### src/cmld_pkg.sv
// Shared types, constants and character helpers for the CAN monitor line deframer.
// No dependencies.
package cmld_pkg;

  localparam int unsigned RecordLenDef = 20;
  localparam int unsigned IdCharsDef   = 3;
  localparam int unsigned DataCharsDef = 16;

  localparam int unsigned IdW      = 12;
  localparam int unsigned PayloadW = 64;
  localparam int unsigned OutDataW = 80;

  localparam logic [7:0] CharCr    = 8'h0D;
  localparam logic [7:0] CharNul   = 8'h00;
  localparam logic [7:0] CharSpace = 8'h20;
  localparam logic [7:0] CharTab   = 8'h09;

  typedef enum logic [1:0] {
    ST_IDLE,
    ST_SCAN,
    ST_PARSE,
    ST_EMIT
  } cmld_state_e;

  typedef struct packed {
    logic wr;
    logic clr_acc;
    logic shift;
    logic scan_hit;
    logic parse_step;
    logic cnt_clr;
    logic cnt_inc;
    logic load_out;
  } cmld_cmd_t;

  typedef struct packed {
    logic full;
    logic rx_cr;
    logic head_cr;
    logic head_nul;
    logic scan_end;
    logic parse_end;
    logic out_free;
  } cmld_status_t;

  typedef struct packed {
    logic       valid;
    logic [3:0] val;
  } cmld_hex_t;

  function automatic logic is_ws(input logic [7:0] c);
    return (c == CharSpace) || ((c >= CharTab) && (c <= CharCr));
  endfunction

  function automatic cmld_hex_t hex_val(input logic [7:0] c);
    cmld_hex_t h;
    h.valid = 1'b1;
    h.val   = 4'd0;
    if ((c >= 8'h30) && (c <= 8'h39)) begin
      h.val = 4'(c - 8'h30);
    end else if ((c >= 8'h61) && (c <= 8'h66)) begin
      h.val = 4'(c - 8'h57);
    end else if ((c >= 8'h41) && (c <= 8'h46)) begin
      h.val = 4'(c - 8'h37);
    end else begin
      h.valid = 1'b0;
    end
    return h;
  endfunction

endpackage

### src/cmld_datapath.sv
// Datapath: record buffer (shift line with indexed write), fill and step counters,
// field parsers and the output register. Depends on cmld_pkg.
module cmld_datapath #(
  parameter int unsigned RECORD_LEN = cmld_pkg::RecordLenDef,
  parameter int unsigned ID_CHARS   = cmld_pkg::IdCharsDef,
  parameter int unsigned DATA_CHARS = cmld_pkg::DataCharsDef
) (
  input  logic                       clk_i,
  input  logic                       rst_ni,
  input  cmld_pkg::cmld_cmd_t        cmd_i,
  output cmld_pkg::cmld_status_t     status_o,
  input  logic [7:0]                 rx_byte_i,
  input  logic                       out_ready_i,
  output logic                       out_valid_o,
  output logic [cmld_pkg::IdW-1:0]   can_id_o,
  output logic [cmld_pkg::PayloadW-1:0] can_payload_o
);

  localparam int unsigned FillW = $clog2(RECORD_LEN);
  localparam int unsigned StepW = $clog2(RECORD_LEN + ID_CHARS + DATA_CHARS);

  logic [7:0]            buf_q [RECORD_LEN];
  logic [FillW-1:0]      fill_q, fill_d;
  logic [StepW-1:0]      cnt_q, cnt_d;
  logic                  skip_q, skip_d;
  logic                  stop_q, stop_d;
  logic [cmld_pkg::IdW-1:0]      id_acc_q, id_acc_d;
  logic [cmld_pkg::PayloadW-1:0] data_acc_q, data_acc_d;
  logic                  out_valid_q, out_valid_d;
  logic [cmld_pkg::IdW-1:0]      out_id_q;
  logic [cmld_pkg::PayloadW-1:0] out_data_q;

  logic [7:0]            head;
  logic                  head_ws;
  cmld_pkg::cmld_hex_t   head_hex;
  logic                  in_id;
  logic                  id_last;

  assign head     = buf_q[0];
  assign head_ws  = cmld_pkg::is_ws(head);
  assign head_hex = cmld_pkg::hex_val(head);
  assign in_id    = cnt_q < StepW'(ID_CHARS);
  assign id_last  = cnt_q == StepW'(ID_CHARS - 1);

  assign status_o.full      = fill_q == FillW'(RECORD_LEN - 1);
  assign status_o.rx_cr     = rx_byte_i == cmld_pkg::CharCr;
  assign status_o.head_cr   = head == cmld_pkg::CharCr;
  assign status_o.head_nul  = head == cmld_pkg::CharNul;
  assign status_o.scan_end  = cnt_q == StepW'(RECORD_LEN - 1);
  assign status_o.parse_end = cnt_q == StepW'(ID_CHARS + DATA_CHARS - 1);
  assign status_o.out_free  = !out_valid_q || out_ready_i;

  always_comb begin
    fill_d = fill_q;
    if (cmd_i.wr) begin
      fill_d = status_o.full ? '0 : fill_q + FillW'(1);
    end else if (cmd_i.scan_hit) begin
      fill_d = FillW'(RECORD_LEN - 1) - cnt_q[FillW-1:0];
    end
  end

  always_comb begin
    cnt_d = cnt_q;
    if (cmd_i.cnt_clr) begin
      cnt_d = '0;
    end else if (cmd_i.cnt_inc) begin
      cnt_d = cnt_q + StepW'(1);
    end
  end

  always_comb begin
    skip_d     = skip_q;
    stop_d     = stop_q;
    id_acc_d   = id_acc_q;
    data_acc_d = data_acc_q;
    if (cmd_i.clr_acc) begin
      skip_d     = 1'b1;
      stop_d     = 1'b0;
      id_acc_d   = '0;
      data_acc_d = '0;
    end else if (cmd_i.parse_step) begin
      if (!(skip_q && head_ws)) begin
        skip_d = 1'b0;
        if (!stop_q) begin
          if (head_hex.valid) begin
            if (in_id) begin
              id_acc_d = {id_acc_q[cmld_pkg::IdW-5:0], head_hex.val};
            end else begin
              data_acc_d = {data_acc_q[cmld_pkg::PayloadW-5:0], head_hex.val};
            end
          end else begin
            stop_d = 1'b1;
          end
        end
      end
      if (id_last) begin
        skip_d = 1'b1;
        stop_d = 1'b0;
      end
    end
  end

  always_comb begin
    out_valid_d = out_valid_q;
    if (cmd_i.load_out) begin
      out_valid_d = 1'b1;
    end else if (out_ready_i) begin
      out_valid_d = 1'b0;
    end
  end

  always_ff @(posedge clk_i or negedge rst_ni) begin
    if (!rst_ni) begin
      fill_q      <= '0;
      cnt_q       <= '0;
      skip_q      <= 1'b1;
      stop_q      <= 1'b0;
      id_acc_q    <= '0;
      data_acc_q  <= '0;
      out_valid_q <= 1'b0;
    end else begin
      fill_q      <= fill_d;
      cnt_q       <= cnt_d;
      skip_q      <= skip_d;
      stop_q      <= stop_d;
      id_acc_q    <= id_acc_d;
      data_acc_q  <= data_acc_d;
      out_valid_q <= out_valid_d;
    end
  end

  always_ff @(posedge clk_i) begin
    if (cmd_i.wr) begin
      buf_q[fill_q] <= rx_byte_i;
    end else if (cmd_i.shift) begin
      for (int i = 0; i < RECORD_LEN - 1; i++) begin
        buf_q[i] <= buf_q[i+1];
      end
      buf_q[RECORD_LEN-1] <= '0;
    end
  end

  always_ff @(posedge clk_i) begin
    if (cmd_i.load_out) begin
      out_id_q   <= id_acc_q;
      out_data_q <= data_acc_q;
    end
  end

  assign out_valid_o   = out_valid_q;
  assign can_id_o      = out_id_q;
  assign can_payload_o = out_data_q;

`ifndef SYNTH
  a_load_when_free: assert property (@(posedge clk_i) disable iff (!rst_ni)
    cmd_i.load_out |-> (!out_valid_q || out_ready_i))
    else $error("output register overwritten while a result waits");

  a_fill_in_range: assert property (@(posedge clk_i) disable iff (!rst_ni)
    fill_q <= FillW'(RECORD_LEN - 1))
    else $error("fill count beyond record length");

  a_resync_nonempty: assert property (@(posedge clk_i) disable iff (!rst_ni)
    cmd_i.scan_hit |=> fill_q != '0)
    else $error("resync left an empty record");

  a_no_wr_shift: assert property (@(posedge clk_i) disable iff (!rst_ni)
    !(cmd_i.wr && (cmd_i.shift || cmd_i.parse_step)))
    else $error("buffer write collides with shift");
`endif

endmodule

### src/cmld_ctrl.sv
// Controller FSM: sequences byte writes, resync scan, field parsing and result hand-off.
// Depends on cmld_pkg.
module cmld_ctrl (
  input  logic                   clk_i,
  input  logic                   rst_ni,
  input  logic                   in_valid_i,
  output logic                   in_ready_o,
  input  cmld_pkg::cmld_status_t status_i,
  output cmld_pkg::cmld_cmd_t    cmd_o
);

  cmld_pkg::cmld_state_e state_q, state_d;

  always_comb begin
    state_d = state_q;
    unique case (state_q)
      cmld_pkg::ST_IDLE: begin
        if (in_valid_i && status_i.full) begin
          state_d = status_i.rx_cr ? cmld_pkg::ST_PARSE : cmld_pkg::ST_SCAN;
        end
      end
      cmld_pkg::ST_SCAN: begin
        if (status_i.scan_end || status_i.head_cr || status_i.head_nul) begin
          state_d = cmld_pkg::ST_IDLE;
        end
      end
      cmld_pkg::ST_PARSE: begin
        if (status_i.parse_end) begin
          state_d = cmld_pkg::ST_EMIT;
        end
      end
      cmld_pkg::ST_EMIT: begin
        if (status_i.out_free) begin
          state_d = cmld_pkg::ST_IDLE;
        end
      end
      default: state_d = cmld_pkg::ST_IDLE;
    endcase
  end

  always_comb begin
    cmd_o      = '0;
    in_ready_o = 1'b0;
    unique case (state_q)
      cmld_pkg::ST_IDLE: begin
        in_ready_o = 1'b1;
        if (in_valid_i) begin
          cmd_o.wr      = 1'b1;
          cmd_o.clr_acc = status_i.full && status_i.rx_cr;
          cmd_o.cnt_clr = 1'b1;
        end
      end
      cmld_pkg::ST_SCAN: begin
        priority if (status_i.scan_end || status_i.head_nul) begin
          cmd_o.cnt_clr = 1'b1;
        end else if (status_i.head_cr) begin
          cmd_o.shift    = 1'b1;
          cmd_o.scan_hit = 1'b1;
          cmd_o.cnt_clr  = 1'b1;
        end else begin
          cmd_o.shift   = 1'b1;
          cmd_o.cnt_inc = 1'b1;
        end
      end
      cmld_pkg::ST_PARSE: begin
        cmd_o.parse_step = 1'b1;
        cmd_o.shift      = 1'b1;
        cmd_o.cnt_inc    = !status_i.parse_end;
        cmd_o.cnt_clr    = status_i.parse_end;
      end
      cmld_pkg::ST_EMIT: begin
        cmd_o.load_out = status_i.out_free;
      end
      default: cmd_o = '0;
    endcase
  end

  always_ff @(posedge clk_i or negedge rst_ni) begin
    if (!rst_ni) begin
      state_q <= cmld_pkg::ST_IDLE;
    end else begin
      state_q <= state_d;
    end
  end

`ifndef SYNTH
  a_parse_follows_cr: assert property (@(posedge clk_i) disable iff (!rst_ni)
    (state_q == cmld_pkg::ST_IDLE && in_valid_i && status_i.full && status_i.rx_cr)
      |=> state_q == cmld_pkg::ST_PARSE)
    else $error("full record ending in CR not parsed");

  a_emit_after_parse: assert property (@(posedge clk_i) disable iff (!rst_ni)
    (state_q == cmld_pkg::ST_PARSE && status_i.parse_end) |=> state_q == cmld_pkg::ST_EMIT)
    else $error("parse end did not lead to emit");

  a_ready_only_idle: assert property (@(posedge clk_i) disable iff (!rst_ni)
    in_ready_o |-> !cmd_o.shift && !cmd_o.load_out)
    else $error("input taken during buffer work");
`endif

endmodule

### src/can_monitor_line_deframer.sv
// CAN monitor line deframer: one received byte per transfer; a full record ending in CR gives
// id and payload. A byte that does not complete a record is only written to the buffer. A
// record ending in CR is parsed one character per cycle from the buffer head, then its id and
// payload go into the output register; a full record without a CR at its end starts a resync
// scan. Throughput: 1 byte per cycle between records; the input stalls during scan, parsing
// and output load, and the load waits while an earlier result is still held. Reset: rst_ni
// asynchronous active low clears fill count, FSM and output valid.
module can_monitor_line_deframer #(
  parameter int unsigned RECORD_LEN = cmld_pkg::RecordLenDef,
  parameter int unsigned ID_CHARS   = cmld_pkg::IdCharsDef,
  parameter int unsigned DATA_CHARS = cmld_pkg::DataCharsDef
) (
  input  logic                          clk_i,
  input  logic                          rst_ni,
  input  logic                          s_axis_tvalid,
  output logic                          s_axis_tready,
  input  logic [7:0]                    s_axis_tdata,  // [7:0] rx_byte
  output logic                          m_axis_tvalid,
  input  logic                          m_axis_tready,
  output logic [cmld_pkg::OutDataW-1:0] m_axis_tdata   // [11:0] can_id, [75:12] can_payload
);

  cmld_pkg::cmld_cmd_t    cmd;
  cmld_pkg::cmld_status_t status;
  logic [cmld_pkg::IdW-1:0]      can_id;
  logic [cmld_pkg::PayloadW-1:0] can_payload;

  cmld_ctrl u_ctrl (
    .clk_i      (clk_i),
    .rst_ni     (rst_ni),
    .in_valid_i (s_axis_tvalid),
    .in_ready_o (s_axis_tready),
    .status_i   (status),
    .cmd_o      (cmd)
  );

  cmld_datapath #(
    .RECORD_LEN (RECORD_LEN),
    .ID_CHARS   (ID_CHARS),
    .DATA_CHARS (DATA_CHARS)
  ) u_datapath (
    .clk_i         (clk_i),
    .rst_ni        (rst_ni),
    .cmd_i         (cmd),
    .status_o      (status),
    .rx_byte_i     (s_axis_tdata),
    .out_ready_i   (m_axis_tready),
    .out_valid_o   (m_axis_tvalid),
    .can_id_o      (can_id),
    .can_payload_o (can_payload)
  );

  assign m_axis_tdata = {4'b0000, can_payload, can_id};

endmodule

### config.mk
export PLATFORM = sky130hd
export DESIGN_NAME = can_monitor_line_deframer
export DESIGN_NICKNAME = d
export VERILOG_FILES = /design/src/cmld_pkg.sv /design/src/cmld_datapath.sv /design/src/cmld_ctrl.sv /design/src/can_monitor_line_deframer.sv
export SDC_FILE = /design/constraint.sdc
export NUM_CORES = 1
export LEC_CHECK = 0
export ABC_AREA = 1
export BUFFER_PORTS_ARGS = -buffer_cell sky130_fd_sc_hd__buf_2
export CAP_MARGIN = 20
export CORE_MARGIN = 2
export CORE_UTILIZATION = 40
export DETAILED_ROUTE_END_ITERATION = 16
export PLACE_DENSITY_LB_ADDON = 0.2
export SYNTH_ARGS = -nofsm -noshare
export SYNTH_HDL_FRONTEND = slang
export SYNTH_SLANG_ARGS = --single-unit
### constraint.sdc
create_clock -name clk_i -period 5.2 [get_ports clk_i]
set_clock_uncertainty 0.15 [all_clocks]
set_input_delay 1.04 -clock clk_i [delete_from_list [all_inputs] [get_ports clk_i]]
set_output_delay 1.04 -clock clk_i [all_outputs]
set_load 0.01 [all_outputs]
==> impl_results.md <==
- Final worst path period need: 3.350 ns
- Clk_lat worst skew: 0.52 ns
- Warnings from Yosys: 0
- RSZ-0062 raised after global routing: false
- Total of max-cap violations: 0
- Clock-pin slew on the worst setup and hold paths: 0.06 ns
- CP endpoint kind: flip-flop
- Leak: 6.173 nW
- Most used cell, CP: nand2_1
- Hold Path Class: reg2reg
- Max IR drop VDD: 0.2695 mV
- Antenna violations before repair: 0
- Final Hold Fails: 0
- IO Count: 94
- Measured slew at the worst slew-check pin: 0.9793 ns
- Die height: 186.8 microns
- Die area: 0.03488 sq mm
- Setup WS pre-CTS: 1.775 ns
- Mapped cell area: 0.01336 sq mm
- H-tree depth: 2
- CP Buf/Inv Count: 3
- CP max stage cell: buf_4
- Post-DP HPWL: 16150 microns
- Primary FF master, synth: edfxtp_1
- Synth cell types: 37
- Worst path cell trace: inv_1, ha_1, nand2_2, nor2_2, nand2_1, nand3_2, nand2_1, nand3_2, inv_4, buf_4, nand2_1, nand2_1
- Post-CTS Resized: 0
- IO Port Bufs: 89
- Largest delay share family, worst path: simple AND/OR/NAND/NOR gates
- Internal Power: 5.178 mW
- Post-route setup slack: 1.850 ns
- Setup crit start kind: flip-flop
- First-pass GRT wire length: 41880 microns
- Vias per std cell: 4.689
- Fin crit share: 0.6442
- Syn avg cell area: 11.12 sq um
- Data required, critical path: 5.42 ns
- Post-synth EDFFs: 228
- Sw frac: 0.2807
- CTS tree: yes
- Pin count of the biggest net entering global routing: 96
- TritonCTS Buffers: 36
- Nets: 1329
- Clk sinks: 328
- Commonest non-fill, non-tap cell in the layout: nand2_1
- Vias in the first global route: 7901
- DR pass1 iterations: 5
- Post-CTS Hold Fix Bufs: 0
- Logic pwr share: 0.171
- DRT antenna net count: 0
- Grt ovf: 0
- Arr. time, crit path: 3.57 ns
- Die Span X: 186.8 microns
- Fill count: 3133
- Slew Limit Fails: 0
- Portion of total power attributed to sequential cells: 0.485
- Total track usage: 0.1464
- Power per cell area: 469.5 mW/mm^2
- Drt total wl: 25270 microns
- FMAX: 298.5 MHz
- # Post-CTS Setup Buffers: 0
- Area of the core: 0.03270 sq mm
- Layout cells sized above 1: 0.1599
- Worst Path Max Fanout: 95
- Row cnt: 66
- Status: finished, final reports clean
- Asr flop ratio synth: 0.2805
- Sequential share of the synthesized area: 0.6969
- Synth Instances: 1201
- Worst setup path class: reg2reg
- Worst slew margin: 0.3471
- Antenna diodes: 0
- Root Buffer: clkbuf_16
- Drt wl/cell: 14.29 microns
- Max clock buf depth: 3
- DRC: 0
- Initial Util: 0.4086
- Final setup violation count: 0
- Area Overhead vs Synth: 14.76%
- CP max stage delay: 0.75 ns
- Psw: 2.021 mW
- Setup TNS: 0 ns
- Most frequent cells in the layout: nand2_1 (514), edfxtp_1 (228), dfrtp_1 (91)
- Routability cong.: 0.7863
- Starting DRT DRC Count: 675
- Clock group share of total power: 0.344
- Vias: 8290
- Seq cells post-synth: 328
==> metrics by stage <==
| step | area, sq um | hold WS, ns | cells | power (mW) | util |
|---|---|---|---|---|---|
| after global placement | 14140 | 0.2861 | 1698 | 4.751 | 0.4323 |
| final | 15330 | 0.3028 | 1768 | 7.199 | 0.4689 |
| after global routing | 15330 | 0.3196 | 1768 | 7.599 | 0.4689 |
| after floorplan | 13380 | 0.2753 | 1204 | 4.442 | - |
| after CTS | 15320 | 0.3048 | 1766 | 7.300 | 0.4684 |
| after detailed placement | 14150 | 0.2891 | 1701 | 4.785 | 0.4329 |
==> per-layer routing <==
| layer | vias up | global-route usage | wire, microns |
|---|---|---|---|
| li1 | 4181 | - | - |
| met3 | 38 | 0.02389 | 938 |
| met5 | - | 0 | 0 |
| met4 | 0 | 0.04335 | 538 |
| met1 | 3937 | 0.2119 | 12390 |
| met2 | 134 | 0.2281 | 11400 |
==> synth_stat cells, types with 5 or more instances <==
cell | n | area [sq um]
nor2_1 | 35 | 131.4
inv_1 | 38 | 142.6
xor2_1 | 7 | 61.31
nand2_1 | 515 | 1933
o21ai_2 | 10 | 87.58
dfrtp_1 | 91 | 2277
buf_2 | 23 | 115.1
clkbuf_1 | 10 | 37.54
o21ai_0 | 41 | 205.2
buf_6 | 19 | 214.0
o21ai_1 | 61 | 305.3
dfxtp_1 | 8 | 160.2
buf_4 | 5 | 37.54
nand3_1 | 35 | 175.2
nand2_2 | 9 | 56.30
edfxtp_1 | 228 | 6847
a21oi_1 | 12 | 60.06
inv_2 | 6 | 22.52
ha_1 | 18 | 225.2
==> cells by family after synthesis <==
family                     after synthesis  share of synthesized area
AOI/OAI and AO/OA                      128                    0.05123
xor gates and xnor gates                 9                   0.005900
adders and majority gates               18                    0.01686
buffers and inverters                  106                    0.04477
DFF                                    328                     0.6969
other                                    1                  0.0002807
and+or+nand+nor                        611                     0.1841
==> power groups by stage <==
stage,logic (mW),clock network [mW],registers [mW]
floorplan,0.937,0,3.50
finish,1.23,2.48,3.49
detailed placement,1.24,0,3.54
CTS,1.25,2.56,3.50
global route,1.42,2.66,3.53
global placement,1.21,0,3.54
==> path summary, 6_finish.rpt <==
path | start | endpoint | slack (ns) | cells after the start
max | u_datapath.buf_q[0][0] | u_datapath.buf_q[8][5] | 1.85 | 12
min | u_datapath.data_acc_q[63] | u_datapath.can_payload_o[63] | 0.30 | 0
max reg2reg | u_datapath.buf_q[0][0] | u_datapath.buf_q[8][5] | 1.85 | 12
min reg2reg | u_datapath.data_acc_q[63] | u_datapath.can_payload_o[63] | 0.30 | 0
max in group asynchronous | rst_ni | u_datapath.fill_q[3] | 3.41 | 2
min in group asynchronous | rst_ni | u_datapath.data_acc_q[13] | 0.34 | 1
==> flip-flops by register name, indices dropped and copies added (netlist names) <==
signal                    flops
u_datapath.buf_q            160
u_datapath.can_payload_o     64
u_datapath.data_acc_q        64
u_datapath.can_id_o          12
u_datapath.id_acc_q          12
u_datapath.cnt_q              6
u_datapath.fill_q             5
u_ctrl.state_q                2
u_datapath.out_valid_o        1
u_datapath.skip_q             1
u_datapath.stop_q             1
==> layout make-up <==
cell class	instances	area (sq um)	area share
repair buffers	116	645.6	0.04211
flip-flops and latches	328	9310	0.6072
multi-input cells	770	3477	0.2268
well taps	442	553.0	0.03607
clock inverters	21	201.4	0.01314
clock buffers	44	960.9	0.06267
inverters	47	183.9	0.01200
==> worst reg2reg max path, cell delays in order, from the launching register on <==
cell and delay, ns:
edfxtp_1 0.40, inv_1 0.12, ha_1 0.26, nand2_2 0.10, nor2_2 0.05, nand2_1 0.18, nand3_2 0.10, nand2_1 0.08
nand3_2 0.55, inv_4 0.20, buf_4 0.75, nand2_1 0.16, nand2_1 0.10
Note: power is estimated with default switching activity, not from simulation.
